`src/sv/lesf_pkg.sv`:
```
// shared types and constants for the largest empty square finder
// no dependencies; imported by the interfaces and every module but the ram

package lesf_pkg;

	localparam int SIZE_W = 11;
	localparam int IDX_W  = 10;
	localparam int CHAR_W = 8;
	localparam int CFG_IDX_W  = 2;
	localparam int CFG_DATA_W = 11;

	localparam int DEF_MAX_COLS = 1024;
	localparam int DEF_MAX_ROWS = 1024;

	localparam logic [SIZE_W-1:0] RST_NUM_COLS   = 11'd1;
	localparam logic [SIZE_W-1:0] RST_NUM_ROWS   = 11'd1;
	localparam logic [CHAR_W-1:0] RST_EMPTY_CHAR = 8'd46;

	typedef enum logic [CFG_IDX_W-1:0] {
		CFG_NUM_COLS   = 2'd0,
		CFG_NUM_ROWS   = 2'd1,
		CFG_EMPTY_CHAR = 2'd2
	} cfg_reg_t;

	// position of the cell being accepted, from the raster counters
	typedef struct packed {
		logic             last;
		logic             row0;
		logic             col0;
		logic [IDX_W-1:0] row;
		logic [IDX_W-1:0] col;
	} scan_info_t;

	typedef struct packed {
		logic stall;
		logic wr_en;
		logic done;
	} core_stat_t;

endpackage

```
`src/sv/lesf_scan.sv`:
```
// raster position counters: row and column of the next cell, end of row and grid
// depends on lesf_pkg

module lesf_scan import lesf_pkg::*; #(
	parameter int MAX_COLS = DEF_MAX_COLS,
	parameter int MAX_ROWS = DEF_MAX_ROWS,
	localparam int AW = (MAX_COLS > 1) ? $clog2(MAX_COLS) : 1
) (
	input  logic              clk,
	input  logic              arst_n,
	input  logic              accept,
	input  logic [SIZE_W-1:0] num_cols,
	input  logic [SIZE_W-1:0] num_rows,
	output scan_info_t        info,
	output logic [AW-1:0]     rd_addr
);

	logic [IDX_W-1:0]  row_q, col_q;
	logic [SIZE_W-1:0] cols, rows;
	logic              col_end, row_end;

	// zero acts as one, oversize acts as the maximum
	always_comb begin
		if (num_cols == '0) begin
			cols = SIZE_W'(1);
		end else if (32'(num_cols) > MAX_COLS) begin
			cols = SIZE_W'(MAX_COLS);
		end else begin
			cols = num_cols;
		end
		if (num_rows == '0) begin
			rows = SIZE_W'(1);
		end else if (32'(num_rows) > MAX_ROWS) begin
			rows = SIZE_W'(MAX_ROWS);
		end else begin
			rows = num_rows;
		end
	end

	assign col_end = ({1'b0, col_q} + SIZE_W'(1)) >= cols;
	assign row_end = ({1'b0, row_q} + SIZE_W'(1)) >= rows;

	assign info.last = col_end && row_end;
	assign info.row0 = (row_q == '0);
	assign info.col0 = (col_q == '0);
	assign info.row  = row_q;
	assign info.col  = col_q;

	assign rd_addr = (32'(col_q) < MAX_COLS) ? AW'(col_q) : AW'(MAX_COLS - 1);

	always_ff @(posedge clk or negedge arst_n) begin
		if (!arst_n) begin
			row_q <= '0;
			col_q <= '0;
		end else if (accept) begin
			if (col_end) begin
				col_q <= '0;
				row_q <= row_end ? '0 : row_q + IDX_W'(1);
			end else begin
				col_q <= col_q + IDX_W'(1);
			end
		end
	end

endmodule

```
`config.mk`:
```
export PLATFORM = sky130hd
export DESIGN_NAME = lesf_scan
export DESIGN_NICKNAME = d
export VERILOG_FILES = /design/src/sv/lesf_pkg.sv /design/src/sv/lesf_scan.sv
export SDC_FILE = /design/constraint.sdc
export NUM_CORES = 1
export LEC_CHECK = 0
export ABC_AREA = 1
export BUFFER_PORTS_ARGS = -buffer_cell sky130_fd_sc_hd__buf_2
export CAP_MARGIN = 20
export CORE_ASPECT_RATIO = 0.8
export CORE_MARGIN = 4
export CORE_UTILIZATION = 54
export DETAILED_ROUTE_END_ITERATION = 7
export PLACE_DENSITY = 0.87
export SYNTH_ARGS = -nofsm -noshare
export SYNTH_HDL_FRONTEND = slang
export SYNTH_SLANG_ARGS = --single-unit
export TNS_END_PERCENT = 1
```
`constraint.sdc`:
```
create_clock -name clk -period 2.63 [get_ports clk]
set_input_delay 0 -clock clk [delete_from_list [all_inputs] [get_ports clk]]
set_output_delay 0 -clock clk [all_outputs]
set_load 0.03 [all_outputs]
```
==> impl_metrics.toml <==
[sta]
setup_viol = 0
period_needed_ns = 2.56
final.setup_skew_ns = 0.000994
finalCritPeriodShare_pct = 97.2
slew_violations = 0
rsz0062_at_grt = "yes"
fin_setup_tns_ns = 0
setup_ws_ns = 0.0743
hold_violations = 0
fmax_mhz = 391
relSlewSlack_pct = 69.4
worst_pin_slew_ns = 0.459

[worst_setup_path]
cp.required_ns = 2.83
path_max_fanout = 6
reg2reg_depth = 16
setup.worst_path.start = "rd_addr[1]"
path_class = "reg -> reg"
arrival_ns = 2.75
r2r_slack_ns = 0.07
start_kind = "flip-flop"
end_kind = "flip-flop"
worstPathCellList = "ha_2, nand2_2, nor2_4, nand4_1, nand2_2, inv_2, ha_4, nand2_2, nor2_4, nand2_2, o21ai_4, nor2_4, buf_6, nor2_4, nand2_1, nand2_1"
path_delay_family = "simple AND/OR/NAND/NOR gates"
crit_slowest_cell = "dfrtp_1"
path_depth = 16
rr_endpoint = "row_q[0]"
path_buf_inv = 2
r2r-start = "rd_addr[1]"
slowest_delay_ns = 0.42

[floorplan]
die_width_um = 79.2
initial_core_util_pct = 56.9
die_area_mm2 = 0.00515
die_y_um = 65.0
rows = 20
core_area_mm2 = 0.00385
ios = 58

[grt]
grt_max_degree = 21
grt_overflow = 0
grt_usage_pct = 21.6
grt_pass1_vias = 1964
antenna_found_initial = 0
grt_first_pass_wirelength_mm = 8.89

[synthesis]
syn_inst = 343
yosys_warnings = 0
synth_seq_cells = 20
ys_seq_area_share_pct = 22.8
syn-cell-area_mm2 = 0.00219
syn_nets = 394
synth.distinct_cells = 27
syn-mean-instance-area_um2 = 6.39

[route]
wl_mm = 5.94
drtIter0Drc = 270
drc = 0
dr.pass1.iters = 4
detail-route-antenna-nets = 0
wl_per_cell_um = 12.9
viasPerCell = 5.17
vias = 2371

[clocking]
cts_tree = "done"
cts.clk_slew.worst_paths_ns = 0.07
clock_latency_ns = 0.25
cts_buffer_depth = 2
htreeDepth = 1
cts.root.buffer_cell = "clkbuf_8"
cts.sinks = 20
cts_buffers = 3

[pwr]
powerDensity_mw_per_mm2 = 978
clkPwrFrac_pct = 8.6
pwr-share-comb_pct = 70.7
vdd_drop_max_uv = 419
power.share.switching_pct = 55.8
pwr-share-seq_pct = 20.7
leakagePower_nw = 1.59
p_int_w = 0.00116
p_total_w = 0.00264
switchingPower_w = 0.00147

[cells_and_area]
layout-drive-gt1-share_pct = 27.0
antennaDiodeCount = 0
fin_util_pct = 69.9
fill_cells = 332
synthToLayoutAreaGrowth_pct = 23.0
nNetsFinal = 456

[min_path]
holdPathEnd = "rd_addr[3]"
hp-start = "accept"
min_path_cells = 2
holdCritPathClass = "in -> reg"

[job]
drv_cap = 0

[place]
dp_slack_ns = 0.0223
dp_hpwl_mm = 4.56
gp_congestion = 0.961
io_buffers = 57

[status]
status = "completed"
[cells in the final DEF, fill, tap and decap left out, drive strengths merged]
master | synthesis | layout
inv | 52 | 52
nand4 | 4 | 4
buf | 11 | 66
o21bai | 2 | 2
nand3 | 21 | 21
or2 | 4 | 4
ha | 26 | 26
nand2 | 126 | 126
clkbuf | 0 | 4
dfrtp | 20 | 20
clkinv | 2 | 2
a21oi | 7 | 7
nor4 | 2 | 2
a21o | 2 | 2
nor3 | 4 | 4
nor2 | 42 | 43
o21ai | 13 | 13
xor2 | 5 | 5
dlygate4sd3 | 0 | 1
[state kept, by name (all words and copies together), names as in the netlist]
register	count
rd_addr	10
row_q	10
[final cells by class]
type | instances | area (µm²) | area share, %
Sequential cell | 20 | 504 | 18.7
Tap cell | 55 | 68.8 | 2.55
Multi-Input combinational cell | 259 | 1490 | 55.3
Inverter | 54 | 203 | 7.52
Timing Repair Buffer | 67 | 373 | 13.8
Clock buffer | 4 | 55.1 | 2.04
[power by group through the flow]
| stage | Clock [W] | Sequential (W) | Combinational (W) |
|---|---|---|---|
| 4_1_cts | 0.000233 | 0.000532 | 0.00175 |
| 2_1_floorplan | 0 | 0.000757 | 0.00105 |
| 3_3_place_gp | 0 | 0.000533 | 0.00168 |
| 6_report | 0.000228 | 0.000545 | 0.00186 |
| 5_1_grt | 0.000251 | 0.000560 | 0.00203 |
| 3_5_place_dp | 0 | 0.000538 | 0.00172 |
[Yosys cell counts]
library cell  instances  area (µm²)
buf_4                10        75.1
nand4_1               4        25.0
a21o_1                2        15.0
nor4_1                2        12.5
nand2_2               4        25.0
nand2_4               1        11.3
ha_1                 26         325
clkinv_1              2        7.51
a21oi_2               1        8.76
nand3_1              21         105
o21bai_1              2        15.0
nand2_1             121         454
o21ai_0               5        25.0
or2_1                 2        12.5
nor2_2                2        12.5
nor2_4                1        11.3
nor2_8                1        20.0
or2_2                 2        12.5
xor2_1                5        43.8
nor3_2                2        20.0
nor3_1                2        10.0
a21oi_1               6        30.0
nor2_1               38         143
buf_2                 1        5.00
inv_1                52         195
dfrtp_1              20         500
o21ai_2               8        70.1
[metrics by stage]
| step | std cells | hold WS [ns] | instance area [µm²] |
|---|---|---|---|
| after floorplan | 343 | -0.296 | 2190 |
| after global placement | 449 | -0.0313 | 2510 |
| after detailed placement | 449 | -0.0345 | 2510 |
| after CTS | 456 | 0.117 | 2590 |
| after global routing | 459 | 0.173 | 2700 |
| final | 459 | 0.130 | 2700 |
[worst register-to-register path: stages (launching register included)]
cell and delay [ns]:
dfrtp_1 0.42, ha_2 0.21, nand2_2 0.07, nor2_4 0.13, nand4_1 0.17, nand2_2 0.14, inv_2 0.05, ha_4 0.27
nand2_2 0.06, nor2_4 0.13, nand2_2 0.07, o21ai_4 0.21, nor2_4 0.08, buf_6 0.15, nor2_4 0.16, nand2_1 0.10
nand2_1 0.07
[worst max-delay path by stage]
stage	endpoint	slack, ns
CTS	info[22]	0.05
detailed placement	rd_addr[0]	0.02
global route	info[22]	-0.08
floorplan	rd_addr[0]	0.06
finish	row_q[0]	0.07
global placement	rd_addr[6]	0.15
[metal layers]
layer / global-route usage [%] / vias to the layer above / part of all wire [%]
met3: 3.19 / 8 / 8.4
met2: 32.5 / 100 / 45
met4: 4.29 / 0 / 1.0
li1: - / 1192 / -
met1: 32.8 / 1071 / 46
met5: 0 / - / 0
[timing repair]
action	in CTS	in global routing
buffers inserted	2	2
gates cloned	0	1
resized for setup	1	23
pin swaps	1	11
hold endpoints to repair	20	0
setup endpoints to repair	5	21
hold buffers	1	0
[cells by family (layout without fill, tap and decap cells)]
family,count (synthesis),after routing,share of synthesized area [%]
buffers and inverters,65,125,12.9
XOR/XNOR,5,5,2.00
adder cells (fa/ha/maj),26,26,14.8
AND/OR/NAND/NOR,203,204,39.9
AO/OA/AOI/OAI,24,24,7.48
flip-flops,20,20,22.8
Note: power is estimated with default switching activity, not from simulation.
