===== src/sv/lesf_pkg.sv =====
// shared types and constants for the largest empty square finder
// no dependencies; imported by the interfaces and every module but the ram

package lesf_pkg;

	localparam int SIZE_W = 11;
	localparam int IDX_W  = 10;
	localparam int CHAR_W = 8;
	localparam int CFG_IDX_W  = 2;
	localparam int CFG_DATA_W = 11;

	localparam int DEF_MAX_COLS = 1024;
	localparam int DEF_MAX_ROWS = 1024;

	localparam logic [SIZE_W-1:0] RST_NUM_COLS   = 11'd1;
	localparam logic [SIZE_W-1:0] RST_NUM_ROWS   = 11'd1;
	localparam logic [CHAR_W-1:0] RST_EMPTY_CHAR = 8'd46;

	typedef enum logic [CFG_IDX_W-1:0] {
		CFG_NUM_COLS   = 2'd0,
		CFG_NUM_ROWS   = 2'd1,
		CFG_EMPTY_CHAR = 2'd2
	} cfg_reg_t;

	// position of the cell being accepted, from the raster counters
	typedef struct packed {
		logic             last;
		logic             row0;
		logic             col0;
		logic [IDX_W-1:0] row;
		logic [IDX_W-1:0] col;
	} scan_info_t;

	typedef struct packed {
		logic stall;
		logic wr_en;
		logic done;
	} core_stat_t;

endpackage


===== src/sv/lesf_if.sv =====


interface result_if import lesf_pkg::*; ();
	logic              valid;
	logic              ready;
	logic [SIZE_W-1:0] square_size;
	logic [IDX_W-1:0]  bottom_row;
	logic [IDX_W-1:0]  right_col;

	modport source (output valid, output square_size, output bottom_row, output right_col,
		input ready);
	modport sink (input valid, input square_size, input bottom_row, input right_col,
		output ready);
endinterface


===== src/sv/lesf_core.sv =====
// update stage: line store read-modify-write with forwarding, best tracking,
// result register; depends on lesf_pkg and the result interface

module lesf_core import lesf_pkg::*; #(
	parameter int MAX_COLS = DEF_MAX_COLS,
	localparam int AW = (MAX_COLS > 1) ? $clog2(MAX_COLS) : 1
) (
	input  logic              clk,
	input  logic              arst_n,
	input  logic              accept,
	input  scan_info_t        info,
	input  logic [AW-1:0]     slot,
	input  logic [CHAR_W-1:0] cell_char,
	input  logic [CHAR_W-1:0] empty_char,
	input  logic [SIZE_W-1:0] rd_data,
	output logic              wr_en,
	output logic [AW-1:0]     wr_addr,
	output logic [SIZE_W-1:0] wr_data,
	output core_stat_t        stat,
	result_if.source          results
);

	logic              valid_s1;
	scan_info_t        info_s1;
	logic [AW-1:0]     slot_s1;
	logic [CHAR_W-1:0] cell_s1;

	logic              fwd_valid_q;
	logic [AW-1:0]     fwd_addr_q;
	logic [SIZE_W-1:0] fwd_data_q;

	logic [SIZE_W-1:0] left_q, diag_q;
	logic [SIZE_W-1:0] best_size_q;
	logic [IDX_W-1:0]  best_row_q, best_col_q;

	logic              out_valid_q;
	logic [SIZE_W-1:0] out_size_q;
	logic [IDX_W-1:0]  out_row_q, out_col_q;

	logic              stall;
	logic [SIZE_W-1:0] up_mem, up, diag, left, m_ul, m_all, v;
	logic [SIZE_W-1:0] best_size_n;
	logic [IDX_W-1:0]  best_row_n, best_col_n;

	// grid end in this stage needs the result register free
	assign stall = valid_s1 && info_s1.last && out_valid_q && !results.ready;
	assign wr_en = valid_s1 && !stall;

	// the previous cell may have written this slot at the edge of our read
	assign up_mem = (fwd_valid_q && fwd_addr_q == slot_s1) ? fwd_data_q : rd_data;

	always_comb begin
		up   = info_s1.row0 ? '0 : up_mem;
		diag = (info_s1.row0 || info_s1.col0) ? '0 : diag_q;
		left = info_s1.col0 ? '0 : left_q;
		m_ul  = (up < left) ? up : left;
		m_all = (m_ul < diag) ? m_ul : diag;
		v = (cell_s1 == empty_char) ? m_all + SIZE_W'(1) : '0;

		best_size_n = best_size_q;
		best_row_n  = best_row_q;
		best_col_n  = best_col_q;
		if (v > best_size_q) begin
			best_size_n = v;
			best_row_n  = info_s1.row;
			best_col_n  = info_s1.col;
		end
	end

	assign wr_addr = slot_s1;
	assign wr_data = v;

	always_ff @(posedge clk or negedge arst_n) begin
		if (!arst_n) begin
			valid_s1 <= 1'b0;
		end else if (!stall) begin
			valid_s1 <= accept;
		end
	end

	always_ff @(posedge clk) begin
		if (accept) begin
			info_s1 <= info;
			slot_s1 <= slot;
			cell_s1 <= cell_char;
		end
	end

	// held through a stall so the forward still matches the held read data
	always_ff @(posedge clk or negedge arst_n) begin
		if (!arst_n) begin
			fwd_valid_q <= 1'b0;
		end else if (!stall) begin
			fwd_valid_q <= wr_en;
		end
	end

	always_ff @(posedge clk) begin
		if (!stall) begin
			fwd_addr_q <= wr_addr;
			fwd_data_q <= wr_data;
		end
		if (wr_en) begin
			left_q <= v;
			diag_q <= up;
		end
	end

	always_ff @(posedge clk or negedge arst_n) begin
		if (!arst_n) begin
			best_size_q <= '0;
			best_row_q  <= '0;
			best_col_q  <= '0;
		end else if (wr_en) begin
			if (info_s1.last) begin
				best_size_q <= '0;
				best_row_q  <= '0;
				best_col_q  <= '0;
			end else begin
				best_size_q <= best_size_n;
				best_row_q  <= best_row_n;
				best_col_q  <= best_col_n;
			end
		end
	end

	always_ff @(posedge clk or negedge arst_n) begin
		if (!arst_n) begin
			out_valid_q <= 1'b0;
		end else if (wr_en && info_s1.last) begin
			out_valid_q <= 1'b1;
		end else if (results.ready) begin
			out_valid_q <= 1'b0;
		end
	end

	always_ff @(posedge clk) begin
		if (wr_en && info_s1.last) begin
			out_size_q <= best_size_n;
			out_row_q  <= best_row_n;
			out_col_q  <= best_col_n;
		end
	end

	assign results.valid       = out_valid_q;
	assign results.square_size = out_size_q;
	assign results.bottom_row  = out_row_q;
	assign results.right_col   = out_col_q;

	assign stat.stall = stall;
	assign stat.wr_en = wr_en;
	assign stat.done  = wr_en && info_s1.last;

endmodule


===== src/flat_wrapper.sv =====
// flat-port wrapper written by rule: the top's interface ports become plain ports
module lesf_core_flat import lesf_pkg::*;
#(
	parameter int MAX_COLS = DEF_MAX_COLS,
	localparam int AW = (MAX_COLS > 1) ? $clog2(MAX_COLS) : 1
)
  (clk, arst_n, accept, info, slot, cell_char, empty_char, rd_data, wr_en, wr_addr, wr_data, stat, results_valid, results_square_size, results_bottom_row, results_right_col, results_ready);
  result_if results_i ();
  input  logic clk;
  input  logic arst_n;
  input  logic accept;
  input  scan_info_t info;
  input  logic [AW-1:0] slot;
  input  logic [CHAR_W-1:0] cell_char;
  input  logic [CHAR_W-1:0] empty_char;
  input  logic [SIZE_W-1:0] rd_data;
  output logic wr_en;
  output logic [AW-1:0] wr_addr;
  output logic [SIZE_W-1:0] wr_data;
  output core_stat_t stat;
  output wire logic [$bits(results_i.valid)-1:0] results_valid;
  output wire logic [$bits(results_i.square_size)-1:0] results_square_size;
  output wire logic [$bits(results_i.bottom_row)-1:0] results_bottom_row;
  output wire logic [$bits(results_i.right_col)-1:0] results_right_col;
  input wire logic [$bits(results_i.ready)-1:0] results_ready;
  assign results_valid = results_i.valid;
  assign results_square_size = results_i.square_size;
  assign results_bottom_row = results_i.bottom_row;
  assign results_right_col = results_i.right_col;
  assign results_i.ready = results_ready;
  lesf_core #(.MAX_COLS(MAX_COLS)) u_core (.clk(clk), .arst_n(arst_n), .accept(accept), .info(info), .slot(slot), .cell_char(cell_char), .empty_char(empty_char), .rd_data(rd_data), .wr_en(wr_en), .wr_addr(wr_addr), .wr_data(wr_data), .stat(stat), .results(results_i));
endmodule

===== config.mk =====
export PLATFORM = sky130hd
export DESIGN_NAME = lesf_core_flat
export DESIGN_NICKNAME = d
export VERILOG_FILES = /design/src/sv/lesf_pkg.sv /design/src/sv/lesf_if.sv /design/src/sv/lesf_core.sv /design/src/flat_wrapper.sv
export SDC_FILE = /design/constraint.sdc
export NUM_CORES = 1
export LEC_CHECK = 0
export BUFFER_PORTS_ARGS = -buffer_cell sky130_fd_sc_hd__buf_2
export CELL_PAD_IN_SITES_DETAIL_PLACEMENT = 0
export CELL_PAD_IN_SITES_GLOBAL_PLACEMENT = 1
export CORE_MARGIN = 1.5
export CORE_UTILIZATION = 47
export DETAILED_ROUTE_END_ITERATION = 6
export PLACE_DENSITY_LB_ADDON = 0.1
export SKIP_LAST_GASP = 1
export SLEW_MARGIN = 20
export SYNTH_ARGS = -nofsm -noshare
export SYNTH_HDL_FRONTEND = slang
export SYNTH_SLANG_ARGS = --single-unit

===== constraint.sdc =====
create_clock -name clk -period 14.8 [get_ports clk]
set_input_delay 0 -clock clk [delete_from_list [all_inputs] [get_ports clk]]
set_output_delay 0 -clock clk [all_outputs]
set_load 0.02 [all_outputs]

==> flow_metrics.tcl <==
set metrics [dict create \
    drt-total-wl_mm 17.2 \
    wl_met2_mm 7.94 \
    area_growth_pct 25.1 \
    drc 0 \
    path_common_cell "o21a_1" \
    drv_slew 0 \
    place_ws_ns 4.77 \
    highest_layer "met5" \
    cts_root_buf "clkbuf_16" \
    rsz0062_at_grt "false" \
    yosys.area.top_type "edfxtp_1" \
    grt_max_degree 43 \
    gp_congestion 0.873 \
    wl_met3_um 915 \
    min_period_ns 10.17 \
    r2r_slack_ns 4.63 \
    syn_inst 546 \
    rows 45 \
    drtIter0Drc 300 \
    htree_levels 4 \
    worst_pin_slew_ns 0.976 \
    p_per_area_mw_per_mm2 125 \
    overflow 0 \
    critPathCaptureType "register" \
    design_area_mm2 0.00906 \
    grt_pass1_vias 5116 \
    max-vdd-ir-drop_v 0.0000850 \
    rr_startpoint "u_core.wr_addr[3]" \
    fin_crit_sh_pct 68.7 \
    synth_top_area_share_pct 47.7 \
    crit_end "u_core.best_size_q[9]" \
    path_max_fanout 27 \
    start_util_pct 47.8 \
    dieArea_mm2 0.0162 \
    worstRegToRegCells 38 \
    fin_ws_ns 4.63 \
    ys_warn_count 0 \
    nets 808 \
    dpl_cell_area_mm2 0.00802 \
    setup_viol 0 \
    synth_nets 641 \
    cap_violations 0 \
    port-buffer-count 120 \
    p_leak_nw 3.75 \
    r2r-end "u_core.best_size_q[9]" \
    max_freq_mhz 98.3 \
    clkTransAtPathRegs_ns 0.06 \
    synth_enable_flop_cells 115 \
    synth_seq_cells 149 \
    cp-startpoint "u_core.wr_addr[3]" \
    antenna_found_initial 2 \
    synth.area.top_cells "edfxtp_1 (48%), dfrtp_1 (12%), ha_1 (5.4%)" \
    postCtsSetupRepairBufs 0 \
    layout-drive-gt1-share_pct 27.3 \
    die_y_um 127 \
    max_stage_delay_ns 0.65 \
    status "complete, no violations" \
    synth-main-ff-cell "edfxtp_1" \
    clk-insertion-delay-late_ns 0.42 \
    hpwl_mm 11.9 \
    wl_per_cell_um 18.8 \
    hold_path_class "in2reg" \
    cpMaxStageDelayCell "or2_1" \
    maxSlewHeadroom_pct 34.9 \
    clock_sinks 149 \
    vias 5032 \
    vias_per_cell 5.50 \
    syn-cell-area_mm2 0.00724 \
    min_path_cells 3 \
    met1_length_mm 8.05 \
    drtPass1Iterations 5 \
    synth.most_common_cell "edfxtp_1" \
    min-delay-start "rd_data[9]" \
    synth.distinct_cells 60 \
    synth_common_cells "edfxtp_1 (115), nand2_1 (39), dfrtp_1 (34), ha_1 (31), a22o_1 (30)" \
    fin_tns_setup_ns 0 \
    path_class "reg2reg" \
    synth-async-reset-ratio_pct 22.8 \
    worst-endpoint-required_ns 15.16 \
    cp-start-kind "register" \
    power_mw 1.13 \
    cp.arrival_ns 10.53 \
    cts_tree "done" \
    numCtsBuffers 17 \
    core_mm2 0.0151 \
    cts_buffer_depth 2 \
    ys_seq_area_share_pct 59.5 \
    dieWidth_um 127 \
    ant_nets 0 \
    grt_pass1_wl_mm 27.1 \
    fin_skew_ns 0.00747 \
    hold_violations 0 \
    grt_use_total_pct 22.2 \
    io_pins 121 \
    syn_avg_cell_area_um2 13.3 \
]
sequential cells by signal, indices dropped and copies added (netlist names):
name and flops:
u_core.best_col_q 10, u_core.best_row_q 10, u_core.best_size_q 11, u_core.cell_s1 8, u_core.diag_q 11, u_core.fwd_addr_q 10
u_core.fwd_data_q 11, u_core.fwd_valid_q 1, u_core.info_s1 23, u_core.left_q 11, u_core.results.bottom_row 10, u_core.results.right_col 10
u_core.results.square_size 11, u_core.results.valid 1, u_core.valid_s1 1, u_core.wr_addr 10
cells in the final DEF (no fill, tap or decap), drive strengths merged, types with 3 or more instances in the layout:
| master | n |
|---|---|
| nand4 | 12 |
| nor3 | 14 |
| nand2b | 10 |
| a22o | 30 |
| nor2 | 26 |
| dlygate4sd3 | 43 |
| o31ai | 5 |
| clkinv | 5 |
| xnor2 | 13 |
| and4 | 5 |
| mux2i | 19 |
| edfxtp | 115 |
| nand2 | 39 |
| buf | 123 |
| nor3b | 4 |
| mux2 | 28 |
| a21oi | 16 |
| inv | 32 |
| nor2b | 13 |
| or3 | 5 |
| o21ai | 23 |
| clkbuf | 18 |
| xor2 | 10 |
| dfrtp | 34 |
| o21a | 8 |
| nor4 | 4 |
| nand3 | 7 |
| a31oi | 3 |
| ha | 31 |
| a211oi | 3 |
layout make-up:
type	count	area (µm²)
Tap cell	188	235
Timing Repair Buffer	166	1050
Clock inverter	14	165
Inverter	26	97.6
Multi-Input combinational cell	353	2760
Clock buffer	18	439
Antenna cell	1	2.50
Fill cell	1199	6090
Sequential cell	149	4300
per-stage QoR:
| stage | utilization [%] | instances | hold WS [ns] |
|---|---|---|---|
| after floorplan | - | 546 | -0.296 |
| after global placement | 53.0 | 839 | 0.126 |
| after detailed placement | 53.0 | 839 | 0.137 |
| after CTS | 59.8 | 914 | 0.0521 |
| after global routing | 59.8 | 915 | 0.0922 |
| final | 59.8 | 915 | 0.0732 |
worst max-delay path, delay by kind of cell (launching register included):
| kind | cells | cell delay, ns |
|---|---|---|
| flip-flops | 1 | 0.43 |
| adder cells (fa/ha/maj) | 4 | 1.23 |
| AO/OA/AOI/OAI | 19 | 4.47 |
| multiplexers | 2 | 0.65 |
| buffers and inverters | 2 | 0.51 |
| AND/OR/NAND/NOR | 9 | 2.27 |
| XOR/XNOR | 2 | 0.50 |
cell families after synthesis:
group,count (synthesis),synth area share (%)
and+or+nand+nor,145,10.5
muxes,47,6.98
xor gates and xnor gates,23,3.41
buffers and inverters,44,2.54
AOI/OAI and AO/OA,107,11.7
DFF,149,59.5
adders and majority gates,31,5.36
routing by layer:
layer  vias up  track usage (%)
li1       2412                -
met1      2447             30.2
met2       147             34.6
met3        24             6.49
met4         2             7.02
met5         -                0
how the worst min path moves through the flow:
stage | end
finish | u_core.diag_q[9]
global route | u_core.diag_q[6]
detailed placement | u_core.best_col_q[9]
CTS | u_core.diag_q[9]
floorplan | u_core.best_col_q[0]
global placement | u_core.best_row_q[9]
report_power, final:
| group | internal (mW) | total, mW | switching, mW |
|---|---|---|---|
| Clock | 0.258 | 0.438 | 0.181 |
| Combinational | 0.0764 | 0.202 | 0.125 |
| Sequential | 0.480 | 0.492 | 0.0128 |
timing repair:
item                                   in CTS  in global routing
endpoints found under the hold margin      76                  0
hold buffers                               43                  0
gates resized for setup                     0                  0
Note: power is estimated with default switching activity, not from simulation.
